===== config.mk =====
export PLATFORM = sky130hd
export DESIGN_NAME = argb_to_yuv420_converter
export DESIGN_NICKNAME = d
export VERILOG_FILES = /design/src/hdl/a2y_pkg.sv /design/src/hdl/a2y_csc.sv /design/src/hdl/argb_to_yuv420_converter.sv
export SDC_FILE = /design/constraint.sdc
export NUM_CORES = 1
export LEC_CHECK = 0
export BUFFER_PORTS_ARGS = -buffer_cell sky130_fd_sc_hd__clkbuf_2
export CAP_MARGIN = 20
export CORE_MARGIN = 2
export CORE_UTILIZATION = 60
export CTS_CLUSTER_SIZE = 30
export DETAILED_ROUTE_END_ITERATION = 8
export PLACE_DENSITY = 0.77
export SYNTH_ARGS = -nofsm -noshare
export SYNTH_HDL_FRONTEND = slang
export SYNTH_SLANG_ARGS = --single-unit

===== constraint.sdc =====
create_clock -name clock -period 16.3 [get_ports clock]
set_clock_uncertainty 0.05 [all_clocks]
set_input_delay 3.26 -clock clock [delete_from_list [all_inputs] [get_ports clock]]
set_output_delay 3.26 -clock clock [all_outputs]
set_load 0.05 [all_outputs]

===== src/hdl/a2y_pkg.sv =====
// Shared constants, types and helpers for the ARGB to YUV 4:2:0 converter.
package a2y_pkg;

   // Frame geometry
   localparam int MAX_DIM = 4096;
   localparam int CNT_W   = $clog2(MAX_DIM);
   localparam int DIM_W   = CNT_W + 1;
   localparam int CSR_W   = 13;
   localparam int IDX_W   = 2;

   // Register indexes
   localparam logic [IDX_W-1:0] CSR_FRAME_WIDTH  = IDX_W'(0);
   localparam logic [IDX_W-1:0] CSR_FRAME_HEIGHT = IDX_W'(1);

   // Register reset values
   localparam logic [CSR_W-1:0] WIDTH_RESET  = CSR_W'(640);
   localparam logic [CSR_W-1:0] HEIGHT_RESET = CSR_W'(480);

   // BT.601 studio-range coefficients (scaled by 256)
   localparam int Y_KR  = 66;
   localparam int Y_KG  = 129;
   localparam int Y_KB  = 25;
   localparam int CB_KR = -38;
   localparam int CB_KG = -74;
   localparam int CB_KB = 112;
   localparam int CR_KR = 112;
   localparam int CR_KG = -94;
   localparam int CR_KB = -18;
   localparam int ROUND_BIAS   = 128;
   localparam int LUMA_OFFSET  = 16;
   localparam int CHROMA_OFFSET = 128;

   // Color components of one pixel
   typedef struct packed {
      logic [7:0] red;
      logic [7:0] green;
      logic [7:0] blue;
   } rgb_type;

   // Converted values of one pixel
   typedef struct packed {
      logic [7:0] luma;
      logic [7:0] chroma_blue;
      logic [7:0] chroma_red;
   } ycc_type;

   // Clear the low bit and clamp a size register into 2..MAX_DIM (even)
   function automatic logic [DIM_W-1:0] effective_size(input logic [CSR_W-1:0] reg_value);
      logic [CSR_W-1:0] even_value;
      logic [CSR_W-1:0] limit;
      logic [DIM_W-1:0] result;
      even_value = reg_value & ~CSR_W'(1);
      limit      = CSR_W'(MAX_DIM) & ~CSR_W'(1);
      if (even_value < CSR_W'(2)) begin
         result = DIM_W'(2);
      end else if (even_value > limit) begin
         result = DIM_W'(limit);
      end else begin
         result = DIM_W'(even_value);
      end
      return result;
   endfunction

endpackage


===== src/hdl/a2y_csc.sv =====
// BT.601 color space conversion of one pixel: luma always, chroma when flagged.
module a2y_csc (
   input  a2y_pkg::rgb_type pixel,
   input  logic             chroma_valid,
   output a2y_pkg::ycc_type ycc
);
   import a2y_pkg::*;

   logic [15:0]        luma_sum;
   logic signed [17:0] red_s;
   logic signed [17:0] green_s;
   logic signed [17:0] blue_s;
   logic signed [17:0] cb_acc;
   logic signed [17:0] cr_acc;
   logic signed [17:0] cb_adj;
   logic signed [17:0] cr_adj;
   logic signed [17:0] cb_quot;
   logic signed [17:0] cr_quot;

   // Luma: unsigned weighted sum, rounded, then offset
   assign luma_sum = 16'(Y_KR * int'(pixel.red)) + 16'(Y_KG * int'(pixel.green))
                   + 16'(Y_KB * int'(pixel.blue)) + 16'(ROUND_BIAS);
   assign ycc.luma = luma_sum[15:8] + 8'(LUMA_OFFSET);

   // Chroma: signed weighted sums
   assign red_s   = $signed({10'b0, pixel.red});
   assign green_s = $signed({10'b0, pixel.green});
   assign blue_s  = $signed({10'b0, pixel.blue});

   assign cb_acc = 18'(CB_KR * red_s) + 18'(CB_KG * green_s) + 18'(CB_KB * blue_s)
                 + 18'(ROUND_BIAS);
   assign cr_acc = 18'(CR_KR * red_s) + 18'(CR_KG * green_s) + 18'(CR_KB * blue_s)
                 + 18'(ROUND_BIAS);

   // Divide by 256 truncating toward zero: bias negative sums before the shift
   assign cb_adj  = cb_acc + (cb_acc[17] ? 18'sd255 : 18'sd0);
   assign cr_adj  = cr_acc + (cr_acc[17] ? 18'sd255 : 18'sd0);
   assign cb_quot = cb_adj >>> 8;
   assign cr_quot = cr_adj >>> 8;

   // Neutral chroma where the pixel carries none
   assign ycc.chroma_blue = chroma_valid ? cb_quot[7:0] + 8'(CHROMA_OFFSET)
                                         : 8'(CHROMA_OFFSET);
   assign ycc.chroma_red  = chroma_valid ? cr_quot[7:0] + 8'(CHROMA_OFFSET)
                                         : 8'(CHROMA_OFFSET);

endmodule


===== src/hdl/argb_to_yuv420_converter.sv =====
// Top level: ARGB pixel stream in, BT.601 YCbCr 4:2:0 values out.
//
//   channel  | ports                       | direction | content
//   request  | req_valid/req_stall/req_*   | in        | one ARGB pixel
//   response | rsp_valid/rsp_stall/rsp_*   | out       | Y, Cb/Cr flag and values, frame end
//   control  | csr_write/csr_index/csr_data| in        | frame width and height
//
// One pixel per clock while the response side does not stall; a taken pixel passes through
// the input register, then conversion into the result register. The position counters advance
// when a request is taken. Reset is synchronous and restores 640x480 with the counters at
// zero. A stall on the response side holds both stages; requests keep flowing while
// either stage has room.
module argb_to_yuv420_converter (
   input  logic                        clock,
   input  logic                        reset,
   input  logic                        req_valid,
   output logic                        req_stall,
   input  logic [31:0]                 req_pixel_argb,
   output logic                        rsp_valid,
   input  logic                        rsp_stall,
   output logic [7:0]                  rsp_luma,
   output logic                        rsp_chroma_valid,
   output logic [7:0]                  rsp_chroma_blue,
   output logic [7:0]                  rsp_chroma_red,
   output logic                        rsp_frame_end,
   input  logic                        csr_write,
   input  logic [a2y_pkg::IDX_W-1:0]   csr_index,
   input  logic [a2y_pkg::CSR_W-1:0]   csr_data
);
   import a2y_pkg::*;

   logic [CSR_W-1:0] width_ff,  width_in;
   logic [CSR_W-1:0] height_ff, height_in;
   logic [CNT_W-1:0] col_ff,    col_in;
   logic [CNT_W-1:0] row_ff,    row_in;

   logic             s1_valid_ff, s1_valid_in;
   rgb_type          s1_pixel_ff, s1_pixel_in;
   logic             s1_chroma_ff, s1_chroma_in;
   logic             s1_last_ff,  s1_last_in;

   logic             out_valid_ff, out_valid_in;
   ycc_type          out_ycc_ff,   out_ycc_in;
   logic             out_chroma_ff, out_chroma_in;
   logic             out_last_ff,  out_last_in;

   logic [DIM_W-1:0] width_eff;
   logic [DIM_W-1:0] height_eff;
   logic             req_take;
   logic             out_load;
   logic             row_done;
   logic             frame_last;
   ycc_type          ycc;

   // Handshake: the result register loads when empty or drained
   assign out_load  = !out_valid_ff || !rsp_stall;
   assign req_stall = s1_valid_ff && !out_load;
   assign req_take  = req_valid && !req_stall;

   // Register writes, unknown indexes dropped
   always_comb begin
      width_in  = width_ff;
      height_in = height_ff;
      if (csr_write) begin
         unique case (csr_index)
            CSR_FRAME_WIDTH:  width_in  = csr_data;
            CSR_FRAME_HEIGHT: height_in = csr_data;
            default: ;
         endcase
      end
   end

   // Raster position of the incoming pixel
   assign width_eff  = effective_size(width_ff);
   assign height_eff = effective_size(height_ff);
   assign row_done   = ({1'b0, col_ff} + DIM_W'(1)) >= width_eff;
   assign frame_last = row_done && (({1'b0, row_ff} + DIM_W'(1)) >= height_eff);

   // Advance counters on each accepted request
   always_comb begin
      col_in = col_ff;
      row_in = row_ff;
      if (req_take) begin
         if (frame_last) begin
            col_in = '0;
            row_in = '0;
         end else if (row_done) begin
            col_in = '0;
            row_in = row_ff + CNT_W'(1);
         end else begin
            col_in = col_ff + CNT_W'(1);
         end
      end
   end

   // Input stage: capture the pixel and its position flags
   always_comb begin
      s1_valid_in  = s1_valid_ff;
      s1_pixel_in  = s1_pixel_ff;
      s1_chroma_in = s1_chroma_ff;
      s1_last_in   = s1_last_ff;
      if (req_take) begin
         s1_valid_in       = 1'b1;
         s1_pixel_in.red   = req_pixel_argb[23:16];
         s1_pixel_in.green = req_pixel_argb[15:8];
         s1_pixel_in.blue  = req_pixel_argb[7:0];
         s1_chroma_in      = !col_ff[0] && !row_ff[0];
         s1_last_in        = frame_last;
      end else if (out_load) begin
         s1_valid_in = 1'b0;
      end
   end

   a2y_csc u_csc (
      .pixel        (s1_pixel_ff),
      .chroma_valid (s1_chroma_ff),
      .ycc          (ycc)
   );

   // Result stage: load converted values when there is room
   always_comb begin
      out_valid_in  = out_valid_ff;
      out_ycc_in    = out_ycc_ff;
      out_chroma_in = out_chroma_ff;
      out_last_in   = out_last_ff;
      if (out_load) begin
         out_valid_in  = s1_valid_ff;
         out_ycc_in    = ycc;
         out_chroma_in = s1_chroma_ff;
         out_last_in   = s1_last_ff;
      end
   end

   always_ff @(posedge clock) begin
      if (reset) begin
         width_ff     <= WIDTH_RESET;
         height_ff    <= HEIGHT_RESET;
         col_ff       <= '0;
         row_ff       <= '0;
         s1_valid_ff  <= 1'b0;
         out_valid_ff <= 1'b0;
      end else begin
         width_ff     <= width_in;
         height_ff    <= height_in;
         col_ff       <= col_in;
         row_ff       <= row_in;
         s1_valid_ff  <= s1_valid_in;
         out_valid_ff <= out_valid_in;
      end
   end

   // Payload registers
   always_ff @(posedge clock) begin
      s1_pixel_ff   <= s1_pixel_in;
      s1_chroma_ff  <= s1_chroma_in;
      s1_last_ff    <= s1_last_in;
      out_ycc_ff    <= out_ycc_in;
      out_chroma_ff <= out_chroma_in;
      out_last_ff   <= out_last_in;
   end

   assign rsp_valid        = out_valid_ff;
   assign rsp_luma         = out_ycc_ff.luma;
   assign rsp_chroma_valid = out_chroma_ff;
   assign rsp_chroma_blue  = out_ycc_ff.chroma_blue;
   assign rsp_chroma_red   = out_ycc_ff.chroma_red;
   assign rsp_frame_end    = out_last_ff;

endmodule


==> run_results.csv <==
group,metric,value,unit
yosys,async_flop_share,0,%
setup_path,cp_common_cell,"inv_1",
setup_path,r2r_setup_slack,7.02,ns
die,die_y,159.1,um
routing,ant_nets,0,
setup_path,worst-setup-path-type,"reg2reg",
sta,tns,0,ns
routing,vias,10970,
sta,hold_violations,0,
worst_hold_path,min-delay-start,"s1_last_ff",
die,io_pins,80,
global_route,grt_start_max_net_pins,51,
clock_tree,cts_buffer_depth,2,
final_layout,n_antenna_cell,0,
clock_tree,root_buffer,"clkbuf_16",
clock_tree,cts_tree,"done",
final_layout,nFillCells,1960,
sta,slew_viol_final,0,
yosys,syn-cell-area,14430,um^2
yosys,ys_top_cells_by_area,"ha_1 29%, fa_1 14%, edfxtp_1 11%",
global_route,grt_pass1_wl,51280,um
setup_path,cp-startpoint,"s1_pixel_ff[2]",
global_route,grt_overflow,0,
clock_tree,clk_latency,0.38,ns
routing,wl_per_cell,15.85,um
sta,fin_ws,7.019,ns
setup_path,start_kind,"register",
yosys,synth_edf_count,52,
global_route,first_global_vias,10780,
final_layout,syn2layout_area_growth,6.900,%
yosys,syn_inst,1549,
die,die_w,159.1,um
routing,viasPerCell,5.679,
routing,wl,30610,um
setup_path,r2r_cells,34,
sta,rsz0062_at_grt,"no",
sta,slew-limit-headroom,32.82,%
final_layout,drive_above_1_share,6.882,%
setup_path,r2r-start,"s1_pixel_ff[2]",
global_route,grt_antenna_before_repair,0,
worst_hold_path,hold_depth,0,
placement,post_dp_cell_area,15100,um^2
placement,hpwl,24870,um
clock_tree,cts_setup_buffers,0,
routing,drcViolationCount,0,
setup_path,end_kind,"register",
sta,fin_crit,9.281,ns
clock_tree,clk_pin_slew_worst_paths,0.09,ns
routing,dr.pass1.iters,5,
sta,tightest_slew,1.008,ns
die,dieArea,25310,um^2
die,core,23540,um^2
worst_hold_path,holdPathEnd,"rsp_frame_end",
placement,numPortBuffers,70,
yosys,synth_ff_type,"edfxtp_1",
yosys,synth_top_area_share,28.78,%
yosys,ys_seq_elements,102,
sta,whs,0.3738,ns
clock_tree,hold_buffers,0,
final_layout,fin_area,15430,um^2
clock_tree,htree_num_levels,3,
yosys,syn-num-nets,2036,
clock_tree,clock_sinks,102,
run_status,outcome,"complete, no violations",
die,num_rows,56,
placement,gp_congestion,0.8692,
job,drv_cap,0,
routing,initialDrtViolationCount,701,
die,initial_core_util,61.31,%
final_layout,final_nets,2095,
sta,max_freq,107.7,MHz
sta,setup_viol,0,
yosys,ys_seq_area_share,17.75,%
clock_tree,cts_buffers,9,
setup_path,crit_fanout,7,
clock_tree,cts-resized-gates,0,
global_route,grt_usage,24.63,%
yosys,yosys_warnings,0,
yosys,synth.distinct_cells,77,
placement,dp_slack,7.175,ns
setup_path,arrival,9.35,ns
setup_path,r2r_end,"rsp_chroma_red[7]",
yosys,syn_area_per_cell,9.318,um^2
setup_path,crit_required,16.37,ns
setup_path,critPathSlowestCell,"xnor2_1",
setup_path,cp_slowest_stage_delay,0.61,ns
worst_hold_path,hold_path_class,"reg2reg",
sta,final.period_utilization,56.94,%
yosys,post-synth-top-area-cell,"ha_1",
==> critical path, delay by kind of cell, from the launching register on <==
family	cells	cell delay [ns]
flip-flops	1	0.57
adder cells (fa/ha/maj)	8	3.38
AO/OA/AOI/OAI	13	2.85
AND/OR/NAND/NOR	7	1.16
buffers and inverters	5	0.40
XOR/XNOR	1	0.61
==> state kept, by name, indices dropped and copies added (netlist names) <==
register          cells
rsp_frame_end         1
height_ff            12
row_ff               12
s1_chroma_ff          1
rsp_valid             1
width_ff             12
s1_valid_ff           1
col_ff               12
rsp_chroma_valid      1
s1_pixel_ff          24
rsp_chroma_blue       8
rsp_chroma_red        8
rsp_luma              8
s1_last_ff            1
==> area by class of cell <==
cell class / count / area [um^2] / area share [%]
sequential: 102 / 2562 / 16.61
inverter: 226 / 848.3 / 5.498
timing repair buffer: 73 / 370.4 / 2.400
tap: 319 / 399.1 / 2.587
multi-input combinational: 1196 / 10930 / 70.82
clock buffer: 9 / 225.2 / 1.460
clock inverter: 7 / 96.34 / 0.6244
==> kinds of logic after synthesis <==
| kind of cell | synth area share, % |
|---|---|
| muxes | 0.4855 |
| and+or+nand+nor | 12.52 |
| adders and majority gates | 43.07 |
| buffers and inverters | 6.536 |
| DFF | 17.75 |
| AOI/OAI and AO/OA | 13.33 |
| xor gates and xnor gates | 6.311 |
==> stage by stage <==
step	utilization, %	cells
2_1_floorplan	-	1549
3_3_place_gp	64.15	1915
3_5_place_dp	64.15	1915
4_1_cts	65.52	1931
5_1_grt	65.54	1932
6_report	65.54	1932
==> routing by layer <==
layer  up-vias  part of all wire, %  global-route usage, %
met5         -                    0                      0
met2       217                   45                  39.90
met4         0                  3.0                  9.339
met1      5206                   48                  34.12
met3        50                  3.7                  2.683
li1       5498                    -                      -
==> synth_stat cells, types with 3 or more instances <==
cell and n:
a2111oi_0 3, a211o_1 6, a211oi_1 7, a21boi_0 3, a21o_1 24, a21oi_1 121, a31oi_1 7, a41o_1 3
and2_1 5, and3_1 24, clkbuf_1 23, dfxtp_1 50, edfxtp_1 52, fa_1 103, ha_1 332, inv_1 226
mux2i_1 7, nand2_1 104, nand2b_1 9, nand3_1 29, nand3b_1 17, nand4_1 10, nand4b_1 9, nor2_1 62
nor2b_1 13, nor3_1 30, nor3b_1 3, nor4_1 7, o211ai_1 9, o21a_1 13, o21ai_0 47, o21ai_1 3
o21bai_1 20, o31a_1 3, o31ai_1 4, o41ai_1 4, or2_2 5, or3_1 9, xnor2_1 61, xor2_1 43
==> cell usage in the layout, fill, tap and decap left out, types with 4 or more instances in the layout <==
master / Yosys / final
nand4b_1: 9 / 9
inv_12: 0 / 4
o41ai_1: 4 / 4
or3_1: 9 / 9
and2_1: 5 / 5
o21a_1: 13 / 13
nand3_1: 29 / 29
xnor2_1: 61 / 61
fa_1: 103 / 103
clkbuf_2: 0 / 70
mux2i_1: 7 / 7
nand2b_1: 9 / 9
nor4_1: 7 / 7
a21oi_1: 121 / 121
a21o_1: 24 / 24
nand2_1: 104 / 104
o31ai_1: 4 / 4
xor2_1: 43 / 43
clkbuf_16: 0 / 9
o211ai_1: 9 / 9
o21ai_0: 47 / 47
dfxtp_1: 50 / 50
edfxtp_1: 52 / 52
nand3b_1: 17 / 17
a31oi_1: 7 / 7
nor3_1: 30 / 30
a211o_1: 6 / 6
nor2_1: 62 / 62
and3_1: 24 / 24
ha_1: 332 / 332
or2_2: 5 / 5
a211oi_1: 7 / 7
o21bai_1: 20 / 20
nor2b_1: 13 / 13
inv_1: 226 / 226
nand4_1: 10 / 10
==> how the worst max path moves through the flow <==
stage | to | slack, ns
after floorplan | rsp_chroma_red[7] | 8.15
after global placement | rsp_chroma_red[7] | 7.34
after detailed placement | rsp_chroma_red[7] | 7.17
after CTS | rsp_chroma_red[7] | 7.13
after global routing | rsp_chroma_red[7] | 6.54
final | rsp_chroma_red[7] | 7.02
Power is left out: the tool's default activity adds up to more than one toggle a clock period on the data nets, which glitch-free logic cannot reach.
